--- src/hw/rtl/wind_rose_histogram_assert.svh ---
// Assertion macros for the wind rose histogram RTL.
// Used inside modules that have clk and arst_n in scope.
`ifndef WIND_ROSE_HISTOGRAM_ASSERT_SVH
`define WIND_ROSE_HISTOGRAM_ASSERT_SVH

// Same-cycle implication, checked out of reset.
`define WRH_ASSERT_IMPL(lbl, ante, cons) \
	lbl: assert property (@(posedge clk) disable iff (!arst_n) (ante) |-> (cons)) \
		else $error("wind rose histogram: same-cycle check failed");

// Next-cycle implication, checked out of reset.
`define WRH_ASSERT_NEXT(lbl, ante, cons) \
	lbl: assert property (@(posedge clk) disable iff (!arst_n) (ante) |=> (cons)) \
		else $error("wind rose histogram: next-cycle check failed");

`endif

--- src/hw/rtl/wrh_pkg.sv ---
// Shared constants, codes and controller/datapath interface types.
// No dependencies.
package wrh_pkg;

	localparam int COUNT_WIDTH = 32;
	localparam int NUM_SECTORS = 16;
	localparam int NUM_SPEED   = 5;
	localparam int NUM_BINS    = NUM_SECTORS * NUM_SPEED;
	localparam int BIN_IDX_W   = $clog2(NUM_BINS);

	localparam int OP_W    = 2;
	localparam int DIR_W   = 14;
	localparam int SPEED_W = 12;
	localparam int SEC_W   = 4;
	localparam int CLS_W   = 3;
	localparam int CNT_OUT_W = 32;

	localparam int IN_TDATA_W  = 40;
	localparam int OUT_TDATA_W = 40;

	localparam int CFG_IDX_W = 2;
	localparam int CFG_W     = 12;

	localparam logic [CFG_IDX_W-1:0] CFG_LIMIT_LOW  = 2'd0;
	localparam logic [CFG_IDX_W-1:0] CFG_LIMIT_MID  = 2'd1;
	localparam logic [CFG_IDX_W-1:0] CFG_LIMIT_HIGH = 2'd2;

	localparam logic [SPEED_W-1:0] LIMIT_LOW_RST  = 12'd80;
	localparam logic [SPEED_W-1:0] LIMIT_MID_RST  = 12'd240;
	localparam logic [SPEED_W-1:0] LIMIT_HIGH_RST = 12'd400;

	localparam logic [OP_W-1:0] OP_ADD   = 2'd0;
	localparam logic [OP_W-1:0] OP_READ  = 2'd1;
	localparam logic [OP_W-1:0] OP_CLEAR = 2'd2;

	localparam logic [CLS_W-1:0] CLS_ZERO  = 3'd0;
	localparam logic [CLS_W-1:0] CLS_LOW   = 3'd1;
	localparam logic [CLS_W-1:0] CLS_MID   = 3'd2;
	localparam logic [CLS_W-1:0] CLS_HIGH  = 3'd3;
	localparam logic [CLS_W-1:0] CLS_ABOVE = 3'd4;

	// 360 sixteenths of a degree per sector; 16 sectors = 5760.
	localparam logic [DIR_W-2:0] FULL_CIRCLE = 13'd5760;
	// floor(d / 360) == (d * 2913) >> 20 for all d < 5760
	localparam int RECIP_W = 12;
	localparam logic [RECIP_W-1:0] SECTOR_RECIP = 12'd2913;
	localparam int SECTOR_SHIFT = 20;
	localparam int PROD_W = (DIR_W - 1) + RECIP_W;

	typedef struct packed {
		logic capture;  // take input transfer into input registers
		logic calc;     // sector multiply, speed class, validity
		logic fetch;    // counter read
		logic update;   // counter write back, result load, clear
	} cmd_t;

	typedef struct packed {
		logic out_stall;  // result register full and not drained
	} stat_t;

endpackage

--- src/hw/rtl/wrh_ctrl.sv ---
// Sequencer for the wind rose histogram: one item walks through
// capture, calc, fetch and update. Depends on wrh_pkg.
module wrh_ctrl
	import wrh_pkg::*;
(
	input  logic  clk,
	input  logic  arst_n,
	input  logic  s_tvalid,
	output logic  s_tready,
	output cmd_t  cmd,
	input  stat_t stat
);

	typedef enum logic [3:0] {
		ST_IDLE   = 4'b0001,
		ST_CALC   = 4'b0010,
		ST_FETCH  = 4'b0100,
		ST_UPDATE = 4'b1000
	} state_t;

	state_t state_q, state_d;

	always_comb begin
		state_d = state_q;
		unique case (state_q)
			ST_IDLE:   if (s_tvalid) state_d = ST_CALC;
			ST_CALC:   state_d = ST_FETCH;
			ST_FETCH:  state_d = ST_UPDATE;
			ST_UPDATE: if (!stat.out_stall) state_d = ST_IDLE;
			default:   state_d = ST_IDLE;
		endcase
	end

	always_ff @(posedge clk or negedge arst_n) begin
		if (!arst_n) begin
			state_q <= ST_IDLE;
		end else begin
			state_q <= state_d;
		end
	end

	assign s_tready    = (state_q == ST_IDLE);
	assign cmd.capture = s_tready && s_tvalid;
	assign cmd.calc    = (state_q == ST_CALC);
	assign cmd.fetch   = (state_q == ST_FETCH);
	assign cmd.update  = (state_q == ST_UPDATE) && !stat.out_stall;

`include "wind_rose_histogram_assert.svh"

	`WRH_ASSERT_NEXT(a_accept_starts_calc, cmd.capture, state_q == ST_CALC)
	`WRH_ASSERT_NEXT(a_stall_holds_update, (state_q == ST_UPDATE) && stat.out_stall, state_q == ST_UPDATE)
	`WRH_ASSERT_IMPL(a_no_update_on_stall, cmd.update, !stat.out_stall)

endmodule

--- src/hw/rtl/wrh_datapath.sv ---
// Datapath: limit registers, sector and speed classification, the
// 80-entry counter memory with per-entry valid bits, result register.
// Depends on wrh_pkg.
module wrh_datapath
	import wrh_pkg::*;
(
	input  logic                   clk,
	input  logic                   arst_n,
	input  cmd_t                   cmd,
	output stat_t                  stat,
	input  logic                   cfg_we,
	input  logic [CFG_IDX_W-1:0]   cfg_index,
	input  logic [CFG_W-1:0]       cfg_data,
	input  logic [OP_W-1:0]        in_opcode,
	input  logic [DIR_W-1:0]       in_direction,
	input  logic [SPEED_W-1:0]     in_speed,
	input  logic [SEC_W-1:0]       in_read_sector,
	input  logic [CLS_W-1:0]       in_read_speed_bin,
	input  logic                   m_tready,
	output logic                   m_tvalid,
	output logic                   out_accepted,
	output logic [SEC_W-1:0]       out_sector,
	output logic [CLS_W-1:0]       out_speed_class,
	output logic [CNT_OUT_W-1:0]   out_bin_count
);

	// configuration
	logic [SPEED_W-1:0] lim_low_q, lim_mid_q, lim_high_q;

	always_ff @(posedge clk or negedge arst_n) begin
		if (!arst_n) begin
			lim_low_q  <= LIMIT_LOW_RST;
			lim_mid_q  <= LIMIT_MID_RST;
			lim_high_q <= LIMIT_HIGH_RST;
		end else if (cfg_we) begin
			unique case (cfg_index)
				CFG_LIMIT_LOW:  lim_low_q  <= cfg_data;
				CFG_LIMIT_MID:  lim_mid_q  <= cfg_data;
				CFG_LIMIT_HIGH: lim_high_q <= cfg_data;
				default: ;
			endcase
		end
	end

	// input registers
	logic [OP_W-1:0]    op_q;
	logic [DIR_W-1:0]   dir_q;
	logic [SPEED_W-1:0] spd_q;
	logic [SEC_W-1:0]   rsec_q;
	logic [CLS_W-1:0]   rbin_q;

	always_ff @(posedge clk) begin
		if (cmd.capture) begin
			op_q   <= in_opcode;
			dir_q  <= in_direction;
			spd_q  <= in_speed;
			rsec_q <= in_read_sector;
			rbin_q <= in_read_speed_bin;
		end
	end

	// calc: sector by reciprocal multiply, speed class by first match
	logic              dir_ok;
	logic [PROD_W-1:0] prod;
	logic [CLS_W-1:0]  cls_d;

	assign dir_ok = !dir_q[DIR_W-1] && (dir_q[DIR_W-2:0] < FULL_CIRCLE);
	assign prod   = PROD_W'(dir_q[DIR_W-2:0]) * PROD_W'(SECTOR_RECIP);

	always_comb begin
		if (spd_q == '0)              cls_d = CLS_ZERO;
		else if (spd_q <= lim_low_q)  cls_d = CLS_LOW;
		else if (spd_q <= lim_mid_q)  cls_d = CLS_MID;
		else if (spd_q <= lim_high_q) cls_d = CLS_HIGH;
		else                          cls_d = CLS_ABOVE;
	end

	logic [SEC_W-1:0] sec_q;
	logic [CLS_W-1:0] cls_q;
	logic             add_ok_q;
	logic             rd_ok_q;

	always_ff @(posedge clk) begin
		if (cmd.calc) begin
			sec_q    <= prod[SECTOR_SHIFT +: SEC_W];
			cls_q    <= cls_d;
			add_ok_q <= (op_q == OP_ADD) && dir_ok;
			rd_ok_q  <= (op_q == OP_READ) && (rbin_q < CLS_W'(NUM_SPEED));
		end
	end

	// fetch: bin address and registered memory read
	logic [BIN_IDX_W-1:0] addr;
	logic [BIN_IDX_W-1:0] addr_q;
	logic                 addr_ok;

	always_comb begin
		if (op_q == OP_READ)
			addr = BIN_IDX_W'({rsec_q, 2'b00}) + BIN_IDX_W'(rsec_q) + BIN_IDX_W'(rbin_q);
		else
			addr = BIN_IDX_W'({sec_q, 2'b00}) + BIN_IDX_W'(sec_q) + BIN_IDX_W'(cls_q);
	end
	assign addr_ok = (addr < BIN_IDX_W'(NUM_BINS));

	logic [COUNT_WIDTH-1:0] mem [NUM_BINS];
	logic [NUM_BINS-1:0]    vld_q;
	logic [COUNT_WIDTH-1:0] rd_q;
	logic                   rd_vld_q;

	always_ff @(posedge clk) begin
		if (cmd.fetch) begin
			addr_q   <= addr;
			rd_vld_q <= addr_ok && vld_q[addr];
			if (addr_ok) rd_q <= mem[addr];
		end
	end

	// update: saturating increment, write back
	logic [COUNT_WIDTH-1:0] cur;
	logic [COUNT_WIDTH-1:0] nxt;

	assign cur = rd_vld_q ? rd_q : '0;
	assign nxt = (cur == '1) ? cur : cur + COUNT_WIDTH'(1);

	always_ff @(posedge clk) begin
		if (cmd.update && add_ok_q) mem[addr_q] <= nxt;
	end

	// never-written or cleared entries read as zero
	always_ff @(posedge clk or negedge arst_n) begin
		if (!arst_n) begin
			vld_q <= '0;
		end else if (cmd.update) begin
			if (op_q == OP_CLEAR) vld_q <= '0;
			else if (add_ok_q)    vld_q[addr_q] <= 1'b1;
		end
	end

	// result register
	logic                 ovld_q;
	logic                 oacc_q;
	logic [SEC_W-1:0]     osec_q;
	logic [CLS_W-1:0]     ocls_q;
	logic [CNT_OUT_W-1:0] ocnt_q;

	always_ff @(posedge clk or negedge arst_n) begin
		if (!arst_n) begin
			ovld_q <= 1'b0;
		end else if (cmd.update) begin
			ovld_q <= 1'b1;
		end else if (m_tready) begin
			ovld_q <= 1'b0;
		end
	end

	always_ff @(posedge clk) begin
		if (cmd.update) begin
			oacc_q <= add_ok_q;
			osec_q <= add_ok_q ? sec_q : '0;
			ocls_q <= add_ok_q ? cls_q : '0;
			ocnt_q <= rd_ok_q ? CNT_OUT_W'(cur) : '0;
		end
	end

	assign stat.out_stall  = ovld_q && !m_tready;
	assign m_tvalid        = ovld_q;
	assign out_accepted    = oacc_q;
	assign out_sector      = osec_q;
	assign out_speed_class = ocls_q;
	assign out_bin_count   = ocnt_q;

`include "wind_rose_histogram_assert.svh"

	`WRH_ASSERT_NEXT(a_clear_empties, cmd.update && (op_q == OP_CLEAR), vld_q == '0)
	`WRH_ASSERT_IMPL(a_add_has_no_count, ovld_q && oacc_q, ocnt_q == '0)
	`WRH_ASSERT_IMPL(a_class_in_range, ovld_q && oacc_q, ocls_q < CLS_W'(NUM_SPEED))

endmodule

--- src/hw/rtl/wind_rose_histogram.sv ---
// Wind rose histogram top level: stream ports, controller and datapath.
// Depends on wrh_pkg, wrh_ctrl, wrh_datapath.
//
// Keeps 16 direction sectors (22.5 degrees each) by 5 speed classes of
// saturating 32-bit counters. Each input transfer is one item: opcode 0
// adds a sample, 1 reads one bin, 2 clears all bins, 3 does nothing.
// Every item yields exactly one result transfer. An item passes through
// the accepting cycle, sector multiply and speed compare, registered
// counter memory read, then saturating write back with the result load.
// The single counter memory port is read then written per item, so
// items are handled one at a time. The result sits in an output register,
// so the next item is accepted while a result waits; a stalled output
// holds the write back step. Clear and reset act at once through one
// valid bit per counter; there is no clearing pass. A sample with a
// negative direction or one of 360 degrees or more is dropped with
// accepted low. Speed classes: zero, <= low limit, <= mid limit,
// <= high limit, above; first match wins. Limits are written through the
// cfg port (index 0 low, 1 mid, 2 high, others ignored); the user must
// write them only while idle, which the block itself does not enforce.
module wind_rose_histogram
	import wrh_pkg::*;
(
	input  logic                   clk,
	input  logic                   arst_n,
	// configuration writes
	input  logic                   cfg_we,
	input  logic [CFG_IDX_W-1:0]   cfg_index,
	input  logic [CFG_W-1:0]       cfg_data,
	// item input
	input  logic                   s_tvalid,
	output logic                   s_tready,
	// [13:0] direction, [25:14] speed, [29:26] read_sector,
	// [32:30] read_speed_bin, [39:33] zero
	input  logic [IN_TDATA_W-1:0]  s_tdata,
	// [1:0] opcode
	input  logic [OP_W-1:0]        s_tuser,
	// result output
	output logic                   m_tvalid,
	input  logic                   m_tready,
	// [3:0] sector, [6:4] speed_class, [38:7] bin_count, [39] zero
	output logic [OUT_TDATA_W-1:0] m_tdata,
	// [0] accepted
	output logic                   m_tuser
);

	localparam int SPD_LSB  = DIR_W;
	localparam int RSEC_LSB = SPD_LSB + SPEED_W;
	localparam int RBIN_LSB = RSEC_LSB + SEC_W;
	localparam int OUT_USED = SEC_W + CLS_W + CNT_OUT_W;

	cmd_t  cmd;
	stat_t stat;

	logic [SEC_W-1:0]     res_sector;
	logic [CLS_W-1:0]     res_class;
	logic [CNT_OUT_W-1:0] res_count;

	wrh_ctrl u_ctrl (
		.clk      (clk),
		.arst_n   (arst_n),
		.s_tvalid (s_tvalid),
		.s_tready (s_tready),
		.cmd      (cmd),
		.stat     (stat)
	);

	wrh_datapath u_dp (
		.clk               (clk),
		.arst_n            (arst_n),
		.cmd               (cmd),
		.stat              (stat),
		.cfg_we            (cfg_we),
		.cfg_index         (cfg_index),
		.cfg_data          (cfg_data),
		.in_opcode         (s_tuser),
		.in_direction      (s_tdata[0 +: DIR_W]),
		.in_speed          (s_tdata[SPD_LSB +: SPEED_W]),
		.in_read_sector    (s_tdata[RSEC_LSB +: SEC_W]),
		.in_read_speed_bin (s_tdata[RBIN_LSB +: CLS_W]),
		.m_tready          (m_tready),
		.m_tvalid          (m_tvalid),
		.out_accepted      (m_tuser),
		.out_sector        (res_sector),
		.out_speed_class   (res_class),
		.out_bin_count     (res_count)
	);

	// pad bits of s_tdata above read_speed_bin are ignored
	assign m_tdata = {{(OUT_TDATA_W - OUT_USED){1'b0}}, res_count, res_class, res_sector};

endmodule

--- config.mk ---
export PLATFORM = sky130hd
export DESIGN_NAME = wind_rose_histogram
export DESIGN_NICKNAME = d
export VERILOG_FILES = /design/src/hw/rtl/wrh_pkg.sv /design/src/hw/rtl/wrh_ctrl.sv /design/src/hw/rtl/wrh_datapath.sv /design/src/hw/rtl/wind_rose_histogram.sv
export VERILOG_INCLUDE_DIRS = /design/src /design/src/hw/rtl
export SDC_FILE = /design/constraint.sdc
export NUM_CORES = 2
export LEC_CHECK = 0
export ABC_AREA = 1
export BUFFER_PORTS_ARGS = -buffer_cell sky130_fd_sc_hd__buf_2
export CAP_MARGIN = 10
export CORE_ASPECT_RATIO = 1.25
export CORE_MARGIN = 2
export CORE_UTILIZATION = 45
export CTS_CLUSTER_DIAMETER = 40
export DETAILED_ROUTE_END_ITERATION = 8
export GPL_TIMING_DRIVEN = 0
export PLACE_DENSITY = 0.66
export SYNTH_ARGS = -nofsm -noshare
export SYNTH_HDL_FRONTEND = slang
export SYNTH_SLANG_ARGS = --single-unit
--- constraint.sdc ---
create_clock -name clk -period 6.4 [get_ports clk]
set_clock_uncertainty 0.05 [all_clocks]
set_input_delay 0.64 -clock clk [delete_from_list [all_inputs] [get_ports clk]]
set_output_delay 0.64 -clock clk [all_outputs]
set_load 0.1 [all_outputs]
# Word-level counts from Yosys, hierarchy flattened
# Memory sizes are Yosys's and may differ from the RTL's. A register that Yosys moved wholly into a read port is not among the register bits.
# Index checks and enable logic that the tools add are counted.
# totals
reg_bits	213
mem_bits_rw	2560
mem_count	1
# classes
n_addsub	5
multipliers	1
n_lt_le_gt_ge	9
eq_ne	11
muxes	19
bitwise	1
n_reduce_logical	25
# memory_table
name	depth	width	rd	rd_clocked_by_memory_dff	wr	line	source
u_dp.mem	80	32	1	1	1	wrh_datapath.sv:105	logic [COUNT_WIDTH-1:0] mem [NUM_BINS];
# ops
cell	count
80-bit two-way mux	2
80-bit bitwise OR	1
32-bit two-way mux	2
12-bit <= comparator	3
32-bit by 1-bit adder with 32-bit output (second input constant)	1
32-bit == test (second input constant)	1
13-bit by 12-bit multiplier with 24-bit output (second input constant)	1
7-bit by 8-bit less-than comparator with 1-bit output (second input constant)	2
4-bit case mux with 4 select lines	1
6-bit by 4-bit adder with 7-bit output	2
7-bit by 3-bit adder with 7-bit output	2
13-bit less-than comparator (second input constant)	1
12-bit zero test	1
2-bit AND reduction	6
1-bit logical AND	9
4-bit two-way mux	2
1-bit binary-select mux with 7-bit select	1
1-bit demux with 7-bit select	1
7-bit by 1-bit greater-or-equal comparator with 1-bit output (second input constant)	1
7-bit less-than comparator (second input constant)	1
1-bit two-way mux	7
7-bit two-way mux	1
2-bit by 1-bit == test with 1-bit output (second input constant)	2
2-bit == test (second input constant)	2
other kinds (13)	18

# Longest topological paths before layout
# logic_depth
word_depth	7
mapped_depth	19
ltp_nobuf	19

# Cells and area by module
# Synthesis repeated with hierarchy kept, for this count alone.
# unflattened
cells_unflattened	11188
hier_area_um2	121666.7
# by_module_without_submodules
module	instances	cells_per_inst	area_per_inst_um2	seq_area_each_um2
wrh_datapath	1	11157	121434.0	83536.4
wrh_ctrl	1	29	221.5	101.3
wind_rose_histogram	1	2	11.3	0.0

# Worst setup path before layout
# No wires, ideal clock.
# synth_path
kind	register -> register
startpoint	register u_dp.rd_vld_q
endpoint	memory u_dp.mem[0][1] (data pin)
setup_time_ns	0.826
t_arrival_ns	5.499
path_slack_ns	0.025
path_stages_with_launch	15
n_path_buf	3
path_cell_list	edfxtp_1 buf_2 buf_2 nand2_1 inv_1 ha_1 inv_1 nor3_1 nand2_1 nor2_1 nand2_1 inv_1 nand2_1 clkbuf_1 o21ai_0
# synth_between
elab_chain_cells	3
# synth_rtl
item	line	source
from (decl)	wrh_datapath.sv:108	logic rd_vld_q;
from (signal assigned)	wrh_datapath.sv:113	rd_vld_q <= addr_ok && vld_q[addr];
32-bit two-way mux (*)	wrh_datapath.sv:122	assign cur = rd_vld_q ? rd_q : '0;
net u_dp.cur[1]	wrh_datapath.sv:119	logic [COUNT_WIDTH-1:0] cur;
32-bit by 1-bit adder with 32-bit output or 32-bit == test (tied branches)	wrh_datapath.sv:123	assign nxt = (cur == '1) ? cur : cur + COUNT_WIDTH'(1);
32-bit two-way mux (*)	wrh_datapath.sv:123	
net u_dp.nxt[1]	wrh_datapath.sv:120	logic [COUNT_WIDTH-1:0] nxt;
to (decl)	wrh_datapath.sv:105	
# Mark *: on every way through the listed nets, which the timed path passes. The rest lies on a longest branch.

# Final worst setup path
# layout_path
startpoint	register u_dp.rsec_q[0]
endpoint	register u_dp.rd_q[1], read port of u_dp.mem (data pin)
# layout_between
elab_chain_cells	5
# layout_rtl
item	line	source
from (decl)	wrh_datapath.sv:49	logic [SEC_W-1:0] rsec_q;
from (signal assigned)	wrh_datapath.sv:57	rsec_q <= in_read_sector;
6-bit by 4-bit adder with 7-bit output (*)	wrh_datapath.sv:99	addr = BIN_IDX_W'({rsec_q, 2'b00}) + BIN_IDX_W'(rsec_q) + BIN_IDX_W'(rbin_q);
7-bit by 3-bit adder with 7-bit output (*)	wrh_datapath.sv:99	
7-bit two-way mux (*)	wrh_datapath.sv:98	if (op_q == OP_READ)
7-bit less-than comparator	wrh_datapath.sv:103	assign addr_ok = (addr < BIN_IDX_W'(NUM_BINS));
2-bit AND reduction (no source line)	-	
to (decl)	wrh_datapath.sv:107	logic [COUNT_WIDTH-1:0] rd_q;
# Every way passes the cells marked *; elsewhere a longest branch is shown, timed or not.
# A chain may end at the register's enable or synchronous reset.

==> results.txt <==
The run finished, with violations left. The checks that failed: hold timing, capacitance limit, slew limit, setup timing. Based on the critical path, the design can be clocked at up to roughly 150 MHz. The depth of the CTS H-tree is 5.

The start-to-end type of the worst setup path is reg -> reg. The routed design could run at a clock period as short as ~6600 ps. The sequential element share of the synthesized area is around 69%. The count of input and output buffers is 95.

The number of nets produced by synthesis came out at between 10000 and 15000. The via total after detailed routing came out at 91800. Counting flops and latches in the post-synthesis netlist gives between 2000 and 3000. sky130_fd_sc_hd__edfxtp_1 takes more of the synthesized area than any other cell. Once the floorplan was initialized, standard cells occupied ~45% of the core. The layout cell share with drive strength beyond 1 came out at 10.1%.

The cell with the biggest individual delay on the critical path is sky130_fd_sc_hd__clkbuf_1. In this design, the critical path's most frequently occurring cell is sky130_fd_sc_hd__nand3_1. The buffers inserted during post-CTS setup optimization is 0. The minimum setup slack among reg-to-reg paths came out at -150 ps. The count of pins over their slew limit came to 11. The main flop type after synthesis is sky130_fd_sc_hd__edfxtp_1.

The area of the multi-input gates is a little over 30000 sq um. The library cell used most frequently in the layout, excluding fill and tap cells, is sky130_fd_sc_hd__edfxtp_1. The count of unique library cells instantiated by Yosys came out at just over 40. The worst-case hold slack came out at -7.45 ps. The share of the clock period used by the worst path after layout came out at 102%. The area growth from synthesis to layout came out at 18.0%.

The reported max-cap violation count is 1. At the end of the flow the core is filled with cells to 53.3%. Global routing used 32.9% of the available tracks across all layers. In the synthesized netlist the async set-or-reset flop fraction comes to under 10%.

The storage element area came out at 83600 sq um. The tightest min-delay check is of the in -> reg type. The clock sink total is around 2800. The final count of hold timing violations was 1.

Setup repair after global routing left no endpoint under its margin. The deepest clock path buffer count came out at 4. After detailed routing, the number of remaining DRC violations is 0.

The worst relative slew slack is -0.595%. The largest single stage delay on the critical path is roughly 1000 ps. The remaining antenna violation count came out at 0. Traced cell by cell, the critical path runs through ha_1, nand3_1, nand2_1, buf_2, clkbuf_1, buf_2, nand2_1, nand3_1, nand3_1, nand3_1, nand2_1, nor2_1, nor2_1, a21oi_1. The number of synthesized flops with an enable pin came out at 2684. The first global-routing pass estimated 635 mm of wire.

Dividing the detail-routed via count by the number of cells gives just under 6. In this run, post-CTS repair resized a total of 0 instances. The required time of the critical path is 6910 ps.

Detailed placement ended at an HPWL of approximately 320 mm. Along the worst path, the maximum fanout reaches 10. In the final routed layout, each cell accounts on average for between 20 and 30 um. At the later pin of the worst-skew pair, clock insertion delay measures 930 ps. The critical path starts at u_dp.rsec_q[0]$_DFFE_PP_.

The CTS tree is built. The arrival time of the worst setup path came out at roughly 7000 ps. The total routed wirelength is between 400 and 500 mm. The die extent in x came out at ~470 um. The chip height came out at approximately 580 um. The post-synthesis instance total came out at between 10000 and 15000.

The count of routing violations after the opening detailed-route iteration is 13800. Entering global routing, the biggest net connects 81 pins. At the end of routability-driven placement, the weighted congestion stood at 1.02. For this run, the detailed router's first-pass iteration total came to 9. After synthesis, the cell types taking the most area are sky130_fd_sc_hd__edfxtp_1 (66%), sky130_fd_sc_hd__nand3_1 (9.4%), sky130_fd_sc_hd__nand2_1 (7.7%). The average instance area after synthesis came out at between 10 and 15 sq um. The floorplan has 213 rows.

The number of antenna violations at the first check in global routing is 36. The number of nets at the end of the flow is about 12000. The worst reg2reg path startpoint is u_dp.rsec_q[0]$_DFFE_PP_. The library cells used most frequently in the layout, excluding fill and tap cells, are sky130_fd_sc_hd__edfxtp_1 (2684), sky130_fd_sc_hd__nand2_1 (2483), sky130_fd_sc_hd__nand3_1 (2263), sky130_fd_sc_hd__inv_1 (1352), sky130_fd_sc_hd__nor2_1 (636).

The number of fill cells is about 22000. The total I/O pin count is between 100 and 150. The aggregate global routing overflow came out at 0. The core region is roughly 270000 sq um. Setup violations remaining at the end of the flow were counted as 1. Setup slack on the critical path of the routed design comes to -154 ps. The capturing element type of the critical path is a register. The post-place setup slack is 653 ps.

The via count of the first global-routing pass came out at about 88000. The number of synthesis warnings came out at 0. Clock-pin slew was measured on the worst setup and hold paths at 60 ps. The area fraction of the dominant cell type after synthesis came out at between 60% and 70%. The tree is rooted in a sky130_fd_sc_hd__clkbuf_16. The type of element launching the critical path is a register.

The measured slew at the worst slew-check pin is about 1500 ps. The cell area that synthesis handed to floorplanning was between 100000 and 150000 sq um. The number of buffers created by CTS came out at around 360. The worst hold path begins at cfg_data[5].

The die covers around 270000 sq um.
## sequential cells by signal (all words and copies together), names as in the netlist, 4 cells and up
name	count
u_ctrl.state_q	4
u_dp.addr_q	7
u_dp.dir_q	14
u_dp.lim_high_q	12
u_dp.lim_low_q	12
u_dp.lim_mid_q	12
u_dp.mem	2560
u_dp.out_bin_count	32
u_dp.out_sector	4
u_dp.rd_q	32
u_dp.rsec_q	4
u_dp.sec_q	4
u_dp.spd_q	12
u_dp.vld_q	80
## cell families after synthesis
family / synth area share, %
buffers and inverters: 6.44
adders and majority gates: 1.82
DFF: 68.9
AOI/OAI and AO/OA: 2.07
xor gates and xnor gates: 0.173
and+or+nand+nor: 20.6
other: 0.00309
## final timing paths
check / to / cells past startpoint
max reg2reg: u_dp.rd_q[1]$_DFFE_PP_ / 14
min in group asynchronous: u_ctrl.state_q[2]$_DFFE_PN0P_ / 2
max in group asynchronous: u_dp.vld_q[33]$_DFFE_PN0P_ / 3
max: u_dp.rd_q[1]$_DFFE_PP_ / 14
min: u_dp.lim_mid_q[5]$_DFFE_PN1P_ / 3
min reg2reg: u_dp.lim_mid_q[8]$_DFFE_PN0P_ / 2
## critical path: cells and delay by family, from the launching register on
kind / cells / cell delay, ps
compound gates: 1 / 920
fa+ha+maj: 1 / 320
flops: 1 / 420
buf+inv: 3 / 2040
simple gates: 9 / 2440
## Yosys cell counts, types with 35 or more instances
master and number:
sky130_fd_sc_hd__dfrtp_1 111, sky130_fd_sc_hd__clkbuf_1 318, sky130_fd_sc_hd__ha_1 121, sky130_fd_sc_hd__edfxtp_1 2684, sky130_fd_sc_hd__o21ai_0 226, sky130_fd_sc_hd__nor2_1 719, sky130_fd_sc_hd__buf_1 72, sky130_fd_sc_hd__nor3_1 35
sky130_fd_sc_hd__fa_1 35, sky130_fd_sc_hd__o211ai_1 87, sky130_fd_sc_hd__nand3_1 2282, sky130_fd_sc_hd__inv_1 1352, sky130_fd_sc_hd__nand3b_1 146, sky130_fd_sc_hd__a21oi_1 101, sky130_fd_sc_hd__buf_2 239, sky130_fd_sc_hd__nand2_1 2489
## layer usage
metal / global-route usage (%) / share of wire, % / wire, um
met1: 37.6 / 33 / 149000
met2: 51.4 / 45 / 208000
met3: 8.51 / 12 / 53100
met4: 28.6 / 10 / 47800
met5: 0 / 0.032 / 147
## through the flow
stage                     instance area (sq um)  instances  TNS, ps
after global placement                   126000      14800        -
final                                    143000      15700     -154
after detailed placement                 131000      14900        0
after global routing                     143000      15600        0
after CTS                                143000      15600        0
after floorplan                          121000      11100        0
## repair_timing
action | in CTS | in global routing
setup endpoints to repair | 0 | 0
hold endpoints to repair | 91 | 0
hold buffers | 45 | 0
## area by class of cell
type	instances	area share (%)
antenna	19	0.0332
multi-input combinational	6345	21.6
tap	3547	3.10
sequential	2805	58.4
clock buffer	401	6.51
buffer	634	1.89
clock inverter	248	1.97
timing repair buffer	291	2.90
inverter	1365	3.58
Power is not shown: default switching activity piles up to over one toggle a cycle in this logic, so the estimate is an artifact.
